[src/rtl/core/schit_pkg.sv]
`default_nettype none

package schit_pkg;

    // Shape selector codes
    typedef enum logic [1:0] {
        KIND_RECT   = 2'd0,
        KIND_ROUND  = 2'd1,
        KIND_CIRCLE = 2'd2,
        KIND_NONE   = 2'd3
    } t_kind;

    // Configuration register indexes
    localparam int CFG_IDX_W = 3;

    typedef enum logic [CFG_IDX_W-1:0] {
        CFG_KIND   = 3'd0,
        CFG_WIDTH  = 3'd1,
        CFG_HEIGHT = 3'd2,
        CFG_RADIUS = 3'd3,
        CFG_SPREAD = 3'd4
    } t_cfg_idx;

    // Per-item flags that ride along with the arithmetic
    typedef struct packed {
        t_kind kind;
        logic  box;
        logic  corner;
    } t_tag;

    // Stage enables for the squaring unit
    typedef struct packed {
        logic en_pp;
        logic en_sum;
    } t_sq_ctrl;

endpackage

`default_nettype wire

[src/rtl/core/schit_if.sv]
`default_nettype none

// Point channel
interface schit_pt_if #(
    parameter int COORD_WIDTH = 24
);
    logic                          valid;
    logic                          ready;
    logic signed [COORD_WIDTH-1:0] point_x;
    logic signed [COORD_WIDTH-1:0] point_y;

    modport source (output valid, output point_x, output point_y, input ready);
    modport sink   (input valid, input point_x, input point_y, output ready);
endinterface

// Result channel
interface schit_res_if;
    logic valid;
    logic ready;
    logic inside_res;

    modport source (output valid, output inside_res, input ready);
    modport sink   (input valid, input inside_res, output ready);
endinterface

// Configuration write channel
interface schit_cfg_if #(
    parameter int DATA_W = 23
);
    logic                          valid;
    logic                          ready;
    logic [schit_pkg::CFG_IDX_W-1:0] index;
    logic [DATA_W-1:0]             data;

    modport source (output valid, output index, output data, input ready);
    modport sink   (input valid, input index, input data, output ready);
endinterface

`default_nettype wire

[src/rtl/core/schit_square.sv]
`default_nettype none

// Two-stage squarer built from half-width partial products
module schit_square import schit_pkg::*; #(
    parameter int MAG_W = 26
) (
    input  wire logic               i_clk,
    input  wire t_sq_ctrl           i_ctrl,
    input  wire logic [MAG_W-1:0]   i_mag,
    output logic      [2*MAG_W-1:0] o_sq
);

    localparam int LO_W = (MAG_W + 1) / 2;
    localparam int HI_W = MAG_W - LO_W;
    localparam int SQ_W = 2 * MAG_W;

    logic [LO_W-1:0]      w_a0;
    logic [HI_W-1:0]      w_a1;
    logic [2*LO_W-1:0]    n_p00;
    logic [LO_W+HI_W-1:0] n_p01;
    logic [2*HI_W-1:0]    n_p11;
    logic [2*LO_W-1:0]    r_p00;
    logic [LO_W+HI_W-1:0] r_p01;
    logic [2*HI_W-1:0]    r_p11;
    logic [SQ_W-1:0]      n_sq;
    logic [SQ_W-1:0]      r_sq;

    assign w_a0 = i_mag[LO_W-1:0];
    assign w_a1 = i_mag[MAG_W-1:LO_W];

    // partial products
    assign n_p00 = (2*LO_W)'(w_a0) * (2*LO_W)'(w_a0);
    assign n_p01 = (LO_W+HI_W)'(w_a0) * (LO_W+HI_W)'(w_a1);
    assign n_p11 = (2*HI_W)'(w_a1) * (2*HI_W)'(w_a1);

    always_ff @(posedge i_clk) begin
        if (i_ctrl.en_pp) begin
            r_p00 <= n_p00;
            r_p01 <= n_p01;
            r_p11 <= n_p11;
        end
    end

    // a^2 = a1^2 << 2L + 2*a0*a1 << L + a0^2
    assign n_sq = {r_p11, r_p00} + (SQ_W'(r_p01) << (LO_W + 1));

    always_ff @(posedge i_clk) begin
        if (i_ctrl.en_sum) begin
            r_sq <= n_sq;
        end
    end

    assign o_sq = r_sq;

endmodule

`default_nettype wire

[src/rtl/core/shape_coverage_hit_test_core.sv]
// Point-in-shape coverage test, one local point per item.
// i_pt carries point_x/point_y (signed fixed point, COORD_WIDTH bits). o_res
// carries inside_res, one result per point, in order. i_cfg writes the shape
// registers by index (kind, width, height, radius, spread); it is always
// ready and should only be used while no item is in flight.
// Throughput: one item per clock while o_res.ready is high or a stage is
// empty; the seven register stages each hold their own item and valid bit,
// so a new point can enter in every such cycle.
// The depth is set by the squared-distance path: corner selection, a
// half-width partial-product multiply stage, a recombine stage and the
// final wide add and compare.
// Reset clears the shape registers to zero (rectangle of size 0) and
// empties the pipeline. When the receiver holds o_res.ready low, the result
// register holds and earlier stages keep filling until all stages are full;
// only then does i_pt.ready drop. Nothing is dropped or repeated.
`default_nettype none

module shape_coverage_hit_test_core import schit_pkg::*; #(
    parameter int COORD_WIDTH = 24
) (
    input  wire logic    i_clk,
    input  wire logic    i_rst_n,
    schit_pt_if.sink     i_pt,
    schit_cfg_if.sink    i_cfg,
    schit_res_if.source  o_res
);

    localparam int RW   = COORD_WIDTH - 1;   // register width
    localparam int PW   = COORD_WIDTH + 1;   // doubled point width
    localparam int DW   = COORD_WIDTH + 3;   // signed distance width
    localparam int MW   = COORD_WIDTH + 2;   // distance magnitude width
    localparam int SW   = 2 * MW;            // square width
    localparam int NSTG = 7;

    // Shape registers
    t_kind            r_kind;
    logic [RW-1:0]    r_width;
    logic [RW-1:0]    r_height;
    logic [RW-1:0]    r_radius;
    logic [RW-1:0]    r_spread;

    assign i_cfg.ready = 1'b1;

    always_ff @(posedge i_clk) begin
        if (!i_rst_n) begin
            r_kind   <= KIND_RECT;
            r_width  <= '0;
            r_height <= '0;
            r_radius <= '0;
            r_spread <= '0;
        end else if (i_cfg.valid) begin
            unique case (i_cfg.index)
                CFG_KIND:   r_kind   <= t_kind'(i_cfg.data[1:0]);
                CFG_WIDTH:  r_width  <= i_cfg.data[RW-1:0];
                CFG_HEIGHT: r_height <= i_cfg.data[RW-1:0];
                CFG_RADIUS: r_radius <= i_cfg.data[RW-1:0];
                CFG_SPREAD: r_spread <= i_cfg.data[RW-1:0];
                default: ;
            endcase
        end
    end

    // Valid bits and per-stage enables; a stage loads when it is empty
    // or its successor moves
    logic [NSTG-1:0] r_v;
    logic [NSTG:0]   w_en;

    always_comb begin
        w_en[NSTG] = o_res.ready;
        for (int k = NSTG - 1; k >= 0; k--) begin
            w_en[k] = !r_v[k] || w_en[k+1];
        end
    end

    assign i_pt.ready = w_en[0];

    always_ff @(posedge i_clk) begin
        if (!i_rst_n) begin
            r_v <= '0;
        end else begin
            if (w_en[0]) begin
                r_v[0] <= i_pt.valid;
            end
            for (int k = 1; k < NSTG; k++) begin
                if (w_en[k]) begin
                    r_v[k] <= r_v[k-1];
                end
            end
        end
    end

    // Stage A: box test, effective corner radius, circle center
    logic signed [PW-1:0]      n_a_px;
    logic signed [PW-1:0]      n_a_py;
    logic signed [PW-1:0]      n_a_sp;
    logic signed [PW-1:0]      n_a_xlo;
    logic signed [PW-1:0]      n_a_ylo;
    logic signed [PW-1:0]      n_a_xhi;
    logic signed [PW-1:0]      n_a_yhi;
    logic [COORD_WIDTH-1:0]    n_a_rs;
    logic [PW-1:0]             n_a_rs2;
    logic [RW-1:0]             n_a_minwh;
    logic [PW-1:0]             n_a_reff;
    logic                      n_a_box;

    assign n_a_px  = PW'(i_pt.point_x);
    assign n_a_py  = PW'(i_pt.point_y);
    assign n_a_sp  = signed'(PW'(r_spread));
    assign n_a_xlo = n_a_px + n_a_sp;
    assign n_a_ylo = n_a_py + n_a_sp;
    assign n_a_xhi = signed'(PW'(r_width)) + n_a_sp;
    assign n_a_yhi = signed'(PW'(r_height)) + n_a_sp;
    assign n_a_box = !n_a_xlo[PW-1] && !n_a_ylo[PW-1] &&
                     (n_a_px < n_a_xhi) && (n_a_py < n_a_yhi);

    // rounded radius at doubled scale: min(2*(R+S), min(W,H))
    assign n_a_rs    = COORD_WIDTH'(r_radius) + COORD_WIDTH'(r_spread);
    assign n_a_rs2   = {n_a_rs, 1'b0};
    assign n_a_minwh = (r_width < r_height) ? r_width : r_height;
    assign n_a_reff  = (n_a_rs2 < PW'(n_a_minwh)) ? n_a_rs2 : PW'(n_a_minwh);

    logic signed [COORD_WIDTH-1:0] r_a_x;
    logic signed [COORD_WIDTH-1:0] r_a_y;
    logic [PW-1:0]                 r_a_ctr;
    logic [PW-1:0]                 r_a_rad;
    t_tag                          r_a_tag;

    always_ff @(posedge i_clk) begin
        if (w_en[0]) begin
            r_a_x          <= i_pt.point_x;
            r_a_y          <= i_pt.point_y;
            r_a_ctr        <= (r_kind == KIND_CIRCLE) ? PW'({r_radius, 1'b0}) : n_a_reff;
            r_a_rad        <= (r_kind == KIND_CIRCLE) ? n_a_rs2 : n_a_reff;
            r_a_tag.kind   <= r_kind;
            r_a_tag.box    <= n_a_box;
            r_a_tag.corner <= 1'b0;
        end
    end

    // Stage B: doubled point, far corner centers
    logic signed [PW-1:0] n_b_x2;
    logic signed [PW-1:0] n_b_y2;
    logic signed [DW-1:0] n_b_cl;

    assign n_b_x2 = {r_a_x, 1'b0};
    assign n_b_y2 = {r_a_y, 1'b0};
    assign n_b_cl = signed'(DW'(r_a_ctr));

    logic signed [DW-1:0] r_b_x;
    logic signed [DW-1:0] r_b_y;
    logic signed [DW-1:0] r_b_cl;
    logic signed [DW-1:0] r_b_wr;
    logic signed [DW-1:0] r_b_hr;
    logic [PW-1:0]        r_b_rad;
    t_tag                 r_b_tag;

    always_ff @(posedge i_clk) begin
        if (w_en[1]) begin
            r_b_x   <= DW'(n_b_x2);
            r_b_y   <= DW'(n_b_y2);
            r_b_cl  <= n_b_cl;
            r_b_wr  <= signed'(DW'({r_width, 1'b0})) - n_b_cl;
            r_b_hr  <= signed'(DW'({r_height, 1'b0})) - n_b_cl;
            r_b_rad <= r_a_rad;
            r_b_tag <= r_a_tag;
        end
    end

    // Stage C: offsets to near and far centers; signs give corner flags
    logic signed [DW-1:0] r_c_dxl;
    logic signed [DW-1:0] r_c_dxr;
    logic signed [DW-1:0] r_c_dyl;
    logic signed [DW-1:0] r_c_dyr;
    logic [PW-1:0]        r_c_rad;
    t_tag                 r_c_tag;

    always_ff @(posedge i_clk) begin
        if (w_en[2]) begin
            r_c_dxl <= r_b_x - r_b_cl;
            r_c_dxr <= r_b_x - r_b_wr;
            r_c_dyl <= r_b_y - r_b_cl;
            r_c_dyr <= r_b_y - r_b_hr;
            r_c_rad <= r_b_rad;
            r_c_tag <= r_b_tag;
        end
    end

    // Stage D: corner pick in order top-left, top-right, bottom-right,
    // bottom-left, then magnitudes
    logic                 n_d_xl;
    logic                 n_d_xr;
    logic                 n_d_yl;
    logic                 n_d_yr;
    logic                 n_d_tl;
    logic                 n_d_tr;
    logic                 n_d_br;
    logic                 n_d_bl;
    logic signed [DW-1:0] n_d_dx;
    logic signed [DW-1:0] n_d_dy;
    logic signed [DW-1:0] n_d_ax;
    logic signed [DW-1:0] n_d_ay;

    assign n_d_xl = r_c_dxl[DW-1];
    assign n_d_yl = r_c_dyl[DW-1];
    assign n_d_xr = !r_c_dxr[DW-1] && (|r_c_dxr);
    assign n_d_yr = !r_c_dyr[DW-1] && (|r_c_dyr);
    assign n_d_tl = n_d_xl && n_d_yl;
    assign n_d_tr = n_d_xr && n_d_yl;
    assign n_d_br = n_d_xr && n_d_yr;
    assign n_d_bl = n_d_xl && n_d_yr;

    always_comb begin
        priority if (r_c_tag.kind == KIND_CIRCLE || n_d_tl) begin
            n_d_dx = r_c_dxl;
            n_d_dy = r_c_dyl;
        end else if (n_d_tr) begin
            n_d_dx = r_c_dxr;
            n_d_dy = r_c_dyl;
        end else if (n_d_br) begin
            n_d_dx = r_c_dxr;
            n_d_dy = r_c_dyr;
        end else if (n_d_bl) begin
            n_d_dx = r_c_dxl;
            n_d_dy = r_c_dyr;
        end else begin
            n_d_dx = r_c_dxl;
            n_d_dy = r_c_dyl;
        end
    end

    assign n_d_ax = n_d_dx[DW-1] ? -n_d_dx : n_d_dx;
    assign n_d_ay = n_d_dy[DW-1] ? -n_d_dy : n_d_dy;

    logic [MW-1:0] r_d_mx;
    logic [MW-1:0] r_d_my;
    logic [MW-1:0] r_d_mr;
    t_tag          r_d_tag;

    always_ff @(posedge i_clk) begin
        if (w_en[3]) begin
            r_d_mx         <= n_d_ax[MW-1:0];
            r_d_my         <= n_d_ay[MW-1:0];
            r_d_mr         <= MW'(r_c_rad);
            r_d_tag.kind   <= r_c_tag.kind;
            r_d_tag.box    <= r_c_tag.box;
            r_d_tag.corner <= n_d_tl || n_d_tr || n_d_br || n_d_bl;
        end
    end

    // Stages E and F: squares of dx, dy and the radius
    t_sq_ctrl      w_sq_ctrl;
    logic [SW-1:0] w_sq_x;
    logic [SW-1:0] w_sq_y;
    logic [SW-1:0] w_sq_r;

    assign w_sq_ctrl.en_pp  = w_en[4];
    assign w_sq_ctrl.en_sum = w_en[5];

    schit_square #(.MAG_W(MW)) u_sq_x (
        .i_clk  (i_clk),
        .i_ctrl (w_sq_ctrl),
        .i_mag  (r_d_mx),
        .o_sq   (w_sq_x)
    );

    schit_square #(.MAG_W(MW)) u_sq_y (
        .i_clk  (i_clk),
        .i_ctrl (w_sq_ctrl),
        .i_mag  (r_d_my),
        .o_sq   (w_sq_y)
    );

    schit_square #(.MAG_W(MW)) u_sq_r (
        .i_clk  (i_clk),
        .i_ctrl (w_sq_ctrl),
        .i_mag  (r_d_mr),
        .o_sq   (w_sq_r)
    );

    t_tag r_e_tag;
    t_tag r_f_tag;

    always_ff @(posedge i_clk) begin
        if (w_en[4]) begin
            r_e_tag <= r_d_tag;
        end
        if (w_en[5]) begin
            r_f_tag <= r_e_tag;
        end
    end

    // Stage G: distance compare and final decision into the result register
    logic [SW:0] n_g_sum;
    logic        n_g_lt;
    logic        n_g_le;
    logic        n_g_hit;

    assign n_g_sum = (SW+1)'(w_sq_x) + (SW+1)'(w_sq_y);
    assign n_g_lt  = n_g_sum < (SW+1)'(w_sq_r);
    assign n_g_le  = n_g_sum <= (SW+1)'(w_sq_r);

    always_comb begin
        unique case (r_f_tag.kind)
            KIND_RECT:   n_g_hit = r_f_tag.box;
            KIND_ROUND:  n_g_hit = r_f_tag.box && (!r_f_tag.corner || n_g_lt);
            KIND_CIRCLE: n_g_hit = n_g_le;
            KIND_NONE:   n_g_hit = 1'b0;
            default:     n_g_hit = 1'b0;
        endcase
    end

    logic r_g_hit;

    always_ff @(posedge i_clk) begin
        if (w_en[6]) begin
            r_g_hit <= n_g_hit;
        end
    end

    assign o_res.valid      = r_v[NSTG-1];
    assign o_res.inside_res = r_g_hit;

    // Checks
    a_full_blocks_input: assert property (@(posedge i_clk) disable iff (!i_rst_n)
        (&r_v && !o_res.ready) |-> !i_pt.ready)
        else $error("input taken while every stage is full and stalled");

    a_empty_head_ready: assert property (@(posedge i_clk) disable iff (!i_rst_n)
        !r_v[0] |-> i_pt.ready)
        else $error("first stage empty but input not ready");

    a_radius_half_side: assert property (@(posedge i_clk) disable iff (!i_rst_n)
        (r_v[1] && r_b_tag.kind == KIND_ROUND) |->
            (r_b_wr >= r_b_cl && r_b_hr >= r_b_cl))
        else $error("rounded corner radius exceeds half of a side");

    a_one_corner: assert property (@(posedge i_clk) disable iff (!i_rst_n)
        (r_v[2] && r_c_tag.kind == KIND_ROUND) |->
            $onehot0({n_d_tl, n_d_tr, n_d_br, n_d_bl}))
        else $error("point falls in more than one corner square");

    a_stall_holds_result: assert property (@(posedge i_clk) disable iff (!i_rst_n)
        (o_res.valid && !o_res.ready) |=> $stable(r_g_hit) && r_v[NSTG-1])
        else $error("stalled result changed");

endmodule

`default_nettype wire
[src/flat_wrapper.sv]
// flat-port wrapper written by rule: the top's interface ports become plain ports
module shape_coverage_hit_test_core_flat import schit_pkg::*;
#(
    parameter int COORD_WIDTH = 24
)
  (i_clk, i_rst_n, i_pt_valid, i_pt_point_x, i_pt_point_y, i_pt_ready, i_cfg_valid, i_cfg_index, i_cfg_data, i_cfg_ready, o_res_valid, o_res_inside_res, o_res_ready);
  schit_pt_if #(.COORD_WIDTH(COORD_WIDTH)) i_pt_i ();
  schit_cfg_if i_cfg_i ();
  schit_res_if o_res_i ();
  input  wire logic i_clk;
  input  wire logic i_rst_n;
  input wire logic [$bits(i_pt_i.valid)-1:0] i_pt_valid;
  input wire logic [$bits(i_pt_i.point_x)-1:0] i_pt_point_x;
  input wire logic [$bits(i_pt_i.point_y)-1:0] i_pt_point_y;
  output wire logic [$bits(i_pt_i.ready)-1:0] i_pt_ready;
  input wire logic [$bits(i_cfg_i.valid)-1:0] i_cfg_valid;
  input wire logic [$bits(i_cfg_i.index)-1:0] i_cfg_index;
  input wire logic [$bits(i_cfg_i.data)-1:0] i_cfg_data;
  output wire logic [$bits(i_cfg_i.ready)-1:0] i_cfg_ready;
  output wire logic [$bits(o_res_i.valid)-1:0] o_res_valid;
  output wire logic [$bits(o_res_i.inside_res)-1:0] o_res_inside_res;
  input wire logic [$bits(o_res_i.ready)-1:0] o_res_ready;
  assign i_pt_i.valid = i_pt_valid;
  assign i_pt_i.point_x = i_pt_point_x;
  assign i_pt_i.point_y = i_pt_point_y;
  assign i_pt_ready = i_pt_i.ready;
  assign i_cfg_i.valid = i_cfg_valid;
  assign i_cfg_i.index = i_cfg_index;
  assign i_cfg_i.data = i_cfg_data;
  assign i_cfg_ready = i_cfg_i.ready;
  assign o_res_valid = o_res_i.valid;
  assign o_res_inside_res = o_res_i.inside_res;
  assign o_res_i.ready = o_res_ready;
  shape_coverage_hit_test_core #(.COORD_WIDTH(COORD_WIDTH)) u_core (.i_clk(i_clk), .i_rst_n(i_rst_n), .i_pt(i_pt_i), .i_cfg(i_cfg_i), .o_res(o_res_i));
endmodule
[config.mk]
export PLATFORM = sky130hd
export DESIGN_NAME = shape_coverage_hit_test_core_flat
export DESIGN_NICKNAME = d
export VERILOG_FILES = /design/src/rtl/core/schit_pkg.sv /design/src/rtl/core/schit_if.sv /design/src/rtl/core/schit_square.sv /design/src/rtl/core/shape_coverage_hit_test_core.sv /design/src/flat_wrapper.sv
export SDC_FILE = /design/constraint.sdc
export NUM_CORES = 2
export LEC_CHECK = 0
export ABC_CLOCK_PERIOD_IN_PS = 14100
export BUFFER_PORTS_ARGS = -buffer_cell sky130_fd_sc_hd__buf_2
export CORE_ASPECT_RATIO = 1.4
export CORE_MARGIN = 8
export CORE_UTILIZATION = 56
export CTS_BUF_LIST = sky130_fd_sc_hd__clkbuf_8
export DETAILED_ROUTE_END_ITERATION = 8
export PLACE_DENSITY = 0.74
export SLEW_MARGIN = 5
export SYNTH_ARGS = -nofsm -noshare
export SYNTH_HDL_FRONTEND = slang
export SYNTH_HIERARCHICAL = 1
export SYNTH_SLANG_ARGS = --single-unit
[constraint.sdc]
create_clock -name i_clk -period 14.1 [get_ports i_clk]
set_input_delay 0.705 -clock i_clk [delete_from_list [all_inputs] [get_ports i_clk]]
set_output_delay 0.705 -clock i_clk [all_outputs]
set_load 0.005 [all_outputs]
; ---- After elaboration in Yosys (flattened, before gate mapping)
; Index checks and enable logic that the tools add are counted.
[word_totals]
ff_bits = 973
inputBits = 79
out_inout_bits = 4
wordCells = 158
[classes]
add_sub_neg = 17
multipliers = 9
n_lt_le_gt_ge = 6
n_eq_ne = 9
n_mux = 14
reduce_logical = 43
[ops]
columns = operator, n
row1 = two-way mux 27 bit, 7
row2 = multiplier 13 x 13 -> 26 bit, 7
row3 = adder 52 x 40 -> 52 bit, 3
row4 = adder 23 x 23 -> 24 bit, 3
row5 = OR reduction 27 bit, 2
row6 = subtractor 25 x 26 -> 27 bit, 2
row7 = subtractor 25 x 27 -> 27 bit, 2
row8 = adder 52 x 52 -> 53 bit, 1
row9 = less-or-equal comparator 53 x 52 -> 1 bit, 1
row10 = less-than comparator 53 x 52 -> 1 bit, 1
row11 = two-way mux 26 bit, 2
row12 = negation 26 bit, 2
row13 = subtractor 24 x 25 -> 26 bit, 2
row14 = adder 24 x 24 -> 25 bit, 2
row15 = less-than comparator 24 x 25 -> 1 bit, 2
row16 = two-way mux 25 bit, 2
row17 = less-than comparator 25 x 23 -> 1 bit, 1
row18 = multiplier 13 x 12 -> 25 bit, 1
row19 = multiplier 12 x 12 -> 24 bit, 1
row20 = two-way mux 24 bit, 1
row21 = less-than comparator 23 bit, 1
row22 = two-way mux 23 bit, 1
row23 = zero test 1 bit, 12
row24 = logical OR 1 bit, 12
row25 = other kinds (10), 27

; ---- Longest topological paths before layout
[depth]
ltp_word = 9
ltp_mapped = 23
depth_no_buf = 23

; ---- Cells and area by module
; Netlist, hierarchy kept.
[by_module_without_submodules]
columns = mod, instances, cells_each, area_each_um2, seq_area_each_um2
row1 = shape_coverage_hit_test_core, 1, 3721, 37942.6, 16195.5
row2 = schit_square at u_core.u_sq_x, 1, 2224, 20793.7, 3813.7
row3 = schit_square at u_core.u_sq_y, 1, 2167, 20485.9, 3813.7
row4 = schit_square at u_core.u_sq_r, 1, 2171, 20448.4, 3813.7

; ---- Worst setup path after synthesis
; OpenSTA, ideal clock, no wires.
[synth_timing]
path_kind = input-to-reg
from = in o_res_ready
to = reg u_core/r_e_tag[0] (netlist bit) (enable)
setup_time_ns = 0.584
t_arrival_ns = 5.463
required_time_ns = 13.516
slack_ns = 8.053
stages = 3
path_buffers = 0
path_cell_list = nor2b_1 and3_1 inv_1
[synth_between]
elab_chain_len = 3
[synth_lines]
columns = item, line_no
row1 = "start, declared", flat_wrapper.sv:22  ; input wire logic [$bits(o_res_i.ready)-1:0] o_res_ready;
row2 = logical OR 1 bit (3 in series), shape_coverage_hit_test_core.sv:71  ; w_en[k] = !r_v[k] || w_en[k+1];
row3 = via u_core.w_en[4], shape_coverage_hit_test_core.sv:66  ; logic [NSTG:0] w_en;
row4 = "end signal, assigned", shape_coverage_hit_test_core.sv:285  ; r_e_tag <= r_d_tag;
row5 = "end, declared", shape_coverage_hit_test_core.sv:280  ; t_tag r_e_tag;
; The timed path passes the listed nets, and every way through them passes these cells.
; A chain may end at the register's enable or synchronous reset.

; ---- Worst setup path after layout
[layout_timing]
from = reg u_core.r_d_my[4]
to = reg u_core.u_sq_y.r_p01[25] (data pin)
[layout_between]
elab_chain_len = 1
[layout_lines]
columns = item, line_no
row1 = "start, declared", shape_coverage_hit_test_core.sv:235  ; logic [MW-1:0] r_d_my;
row2 = "start signal, assigned", shape_coverage_hit_test_core.sv:242  ; r_d_my <= n_d_ay[MW-1:0];
row3 = multiplier 13 x 13 -> 26 bit, schit_square.sv:33  ; assign n_p01 = (LO_W+HI_W)'(w_a0) * (LO_W+HI_W)'(w_a1);
row4 = via u_core.u_sq_y.n_p01[25], schit_square.sv:20  ; logic [LO_W+HI_W-1:0] n_p01;
row5 = "end signal, assigned", schit_square.sv:39  ; r_p01 <= n_p01;
row6 = "end, declared", schit_square.sv:23  ; logic [LO_W+HI_W-1:0] r_p01;
; The timed path passes the listed nets, and every way through them passes these cells.

==> metrics.cfg <==
[synth]
synthTopCellsByCount=1,993 x inv_1, 1,149 x ha_1, 1,034 x nand2_1
ys_seq_area_share_pct=27.7
ys_top_cells_by_area=edfxtp_1 26%, fa_1 19%, ha_1 14%
synth-edff-count=853
synth_seq_cells=954
avgSynthCellArea_um2=9.69
netlist_instances=10283
synth_area_um2=99700
synth_top_area_share_pct=25.7
ys.flop_type=edfxtp_1
synth_area_leader_cell=edfxtp_1
synth-async-reset-ratio_pct=0
yosysWarnings=6
yosys.cell_types.count=107
post-synth-top-count-cell=inv_1

[sta]
fmax_ghz=0.150
worst_pin_slew_ns=1.41
setup_viol=0
fin_crit_sh_pct=47.3
grt_setup_unrepaired=no
tns_ns=0
drv_slew=0
hold_viol_final=0
slew_headroom_pct=5.43
fin_crit_ns=6.68
fin_skew_ns=0.0677

[critical_path]
rrSetupSlack_ns=7.42
cp_data_required_time_ns=14.74
endpoint_kind=flip-flop
cp_slowest_cell=edfxtp_1
slowest_delay_ns=1.13
cp.arrival_ns=7.32
crit_type=flip-flop to flip-flop
r2r-end=u_core/u_sq_y/r_p01[25]$_DFFE_PP_
worstRegToRegCells=20
crit_fanout=25
cp_cell_sequence=inv_1 -> nor2_1 -> fa_1 -> inv_1 -> fa_1 -> inv_1 -> fa_1 -> fa_1 -> inv_1 -> fa_1 -> inv_1 -> ha_1 -> and3_1 -> nand3_1 -> or3_1 -> nand3_1 -> nor2_1 -> o41ai_2 -> a221oi_1 -> xnor2_1
startpoint_type=flip-flop
r2r-start=u_core/r_d_my[4]$_DFFE_PP_
cp-startpoint=u_core/r_d_my[4]$_DFFE_PP_
crit_path_end=u_core/u_sq_y/r_p01[25]$_DFFE_PP_

[clock_tree]
numCtsBuffers=156
cts_root_buffer=clkbuf_8
worstSkewPairLatency_ns=0.94
cts.sinks=954
cts_tree=done
cts_setup_buffers=0
cts_resized=0
clockBufferDepth=3
cts.clk_slew.worst_paths_ns=0.08
h-tree-depth=4

[floorplan]
pin_count=83
rows=183
core_um2=177000
die_area_um2=192000
die_w_um=373
die_h_um=515
start_util_pct=56.2

[cells_and_area]
utilization_pct=60.0
multi_input_area_um2=63500
nFillCells=14903
nNetsFinal=12584
drive_gt1_share_pct=5.42
fin_area_um2=106000
area_delta_synth_final_pct=6.77
area.sequential_um2=27600

[detailed_routing]
wl_met2_um=139000
wl_per_cell_um=20.9
dr_wl_met3_um=13200
postRouteAntennaNets=0
first_pass_iters=6
drt-met1-wl_um=93600
drt_iter0_markers=4318
via_per_inst=5.70
drt_wl_total_um=269000
vias=73114
drc_errors=0
routed.top_layer=met5

[placed_design]
dpl-instance-area_um2=103000
port_buffers=81
finalWeightedCongestion=1.04
dpl.hpwl_um=213000

[hold_path]
hold_path.class=primary input to flip-flop

[global_route]
grt_pass1_vias=77525
grt_pass1_wl_um=417000
grt_overflow=0
grt.total_usage_pct=28.0
antenna_found_initial=11
grt_start_max_net_pins=107

[outcome]
status=completed

[run]
max-cap-violations=0

-- cell families (layout without fill, tap and decap cells) --
family	Yosys count	count (layout)	synth area share [%]
AOI/OAI and AO/OA	1728	1728	11.4
muxes	130	130	1.37
and+or+nand+nor	2496	2496	12.0
other	5	15	0.0188
DFF	954	954	27.7
xor gates and xnor gates	584	584	5.13
buffers and inverters	2276	2508	8.64
adders and majority gates	2110	2110	33.7
-- final cells by class --
class | instances | area share (%)
Inverter | 1993 | 7.04
Tap cell | 2312 | 2.72
Multi-Input combinational cell | 7061 | 59.7
Timing Repair Buffer | 229 | 1.52
Clock inverter | 121 | 0.950
Clock buffer | 165 | 2.13
Sequential cell | 954 | 26.0
Antenna cell | 2 | 0.00470
-- registers in the layout (all words and copies together) (netlist names), 27 cells and up --
register,cells
u_core/u_sq_r/o_sq,51
u_core/r_c_dxl,27
u_core/u_sq_y/o_sq,51
u_core/u_sq_x/o_sq,51
-- cells in the final DEF, fill, tap and decap left out, types with 107 or more instances in the layout --
master / n
a21o_1: 261
clkbuf_8: 165
xor2_1: 220
a21oi_1: 502
ha_1: 1149
nand2_1: 1031
and2_1: 406
edfxtp_1: 853
buf_4: 107
fa_1: 961
nor2_1: 391
xnor2_1: 364
inv_1: 2018
o21ai_0: 283
-- per-stage QoR --
step,worst slack (ns),hold slack (ns),instances
after detailed placement,7.50,0.405,12508
after global routing,7.11,0.0350,12836
after floorplan,8.05,0.400,10291
after CTS,7.44,0.00346,12835
final,7.42,0.0832,12837
after global placement,7.52,0.400,12508
-- worst max-delay path: cells and delay by family, from the launching register on --
kind,cells,cell delay [ns]
flip-flops,1,1.13
AO/OA/AOI/OAI,2,0.57
XOR/XNOR,1,0.16
AND/OR/NAND/NOR,6,1.13
buffers and inverters,5,0.67
adder cells (fa/ha/maj),6,2.65
-- repair_timing --
action / 4_1_cts / 5_1_grt
endpoints found under the hold margin: 41 / 0
hold buffers: 41 / 0
setup endpoints to repair: 0 / 0
-- routing by layer --
metal	vias to the layer above	track usage (%)
met2	2411	51.5
li1	34151	-
met1	35682	29.1
met5	-	0
met4	6	20.0
met3	864	3.82
-- worst min path at each step --
| stage | start | to | slack (ns) | cells past startpoint |
|---|---|---|---|---|
| 2_1_floorplan | u_core/r_a_rad[10]$_DFFE_PP_ | u_core/r_b_rad[10]$_DFFE_PP_ | 0.40 | 0 |
| 3_3_place_gp | u_core/r_b_rad[21]$_DFFE_PP_ | u_core/r_c_rad[21]$_DFFE_PP_ | 0.40 | 0 |
| 3_5_place_dp | u_core/r_a_rad[14]$_DFFE_PP_ | u_core/r_b_rad[14]$_DFFE_PP_ | 0.40 | 0 |
| 4_1_cts | i_cfg_data[5] | u_core/r_spread[5]$_SDFFE_PN0P_ | 0.003 | 3 |
| 5_1_grt | i_cfg_data[5] | u_core/r_spread[5]$_SDFFE_PN0P_ | 0.04 | 3 |
| 6_report | i_cfg_data[0] | u_core/r_height[0]$_SDFFE_PN0P_ | 0.08 | 3 |
Power is left out: the tool's default activity adds up to more than one toggle a clock period on the data nets, which glitch-free logic cannot reach.
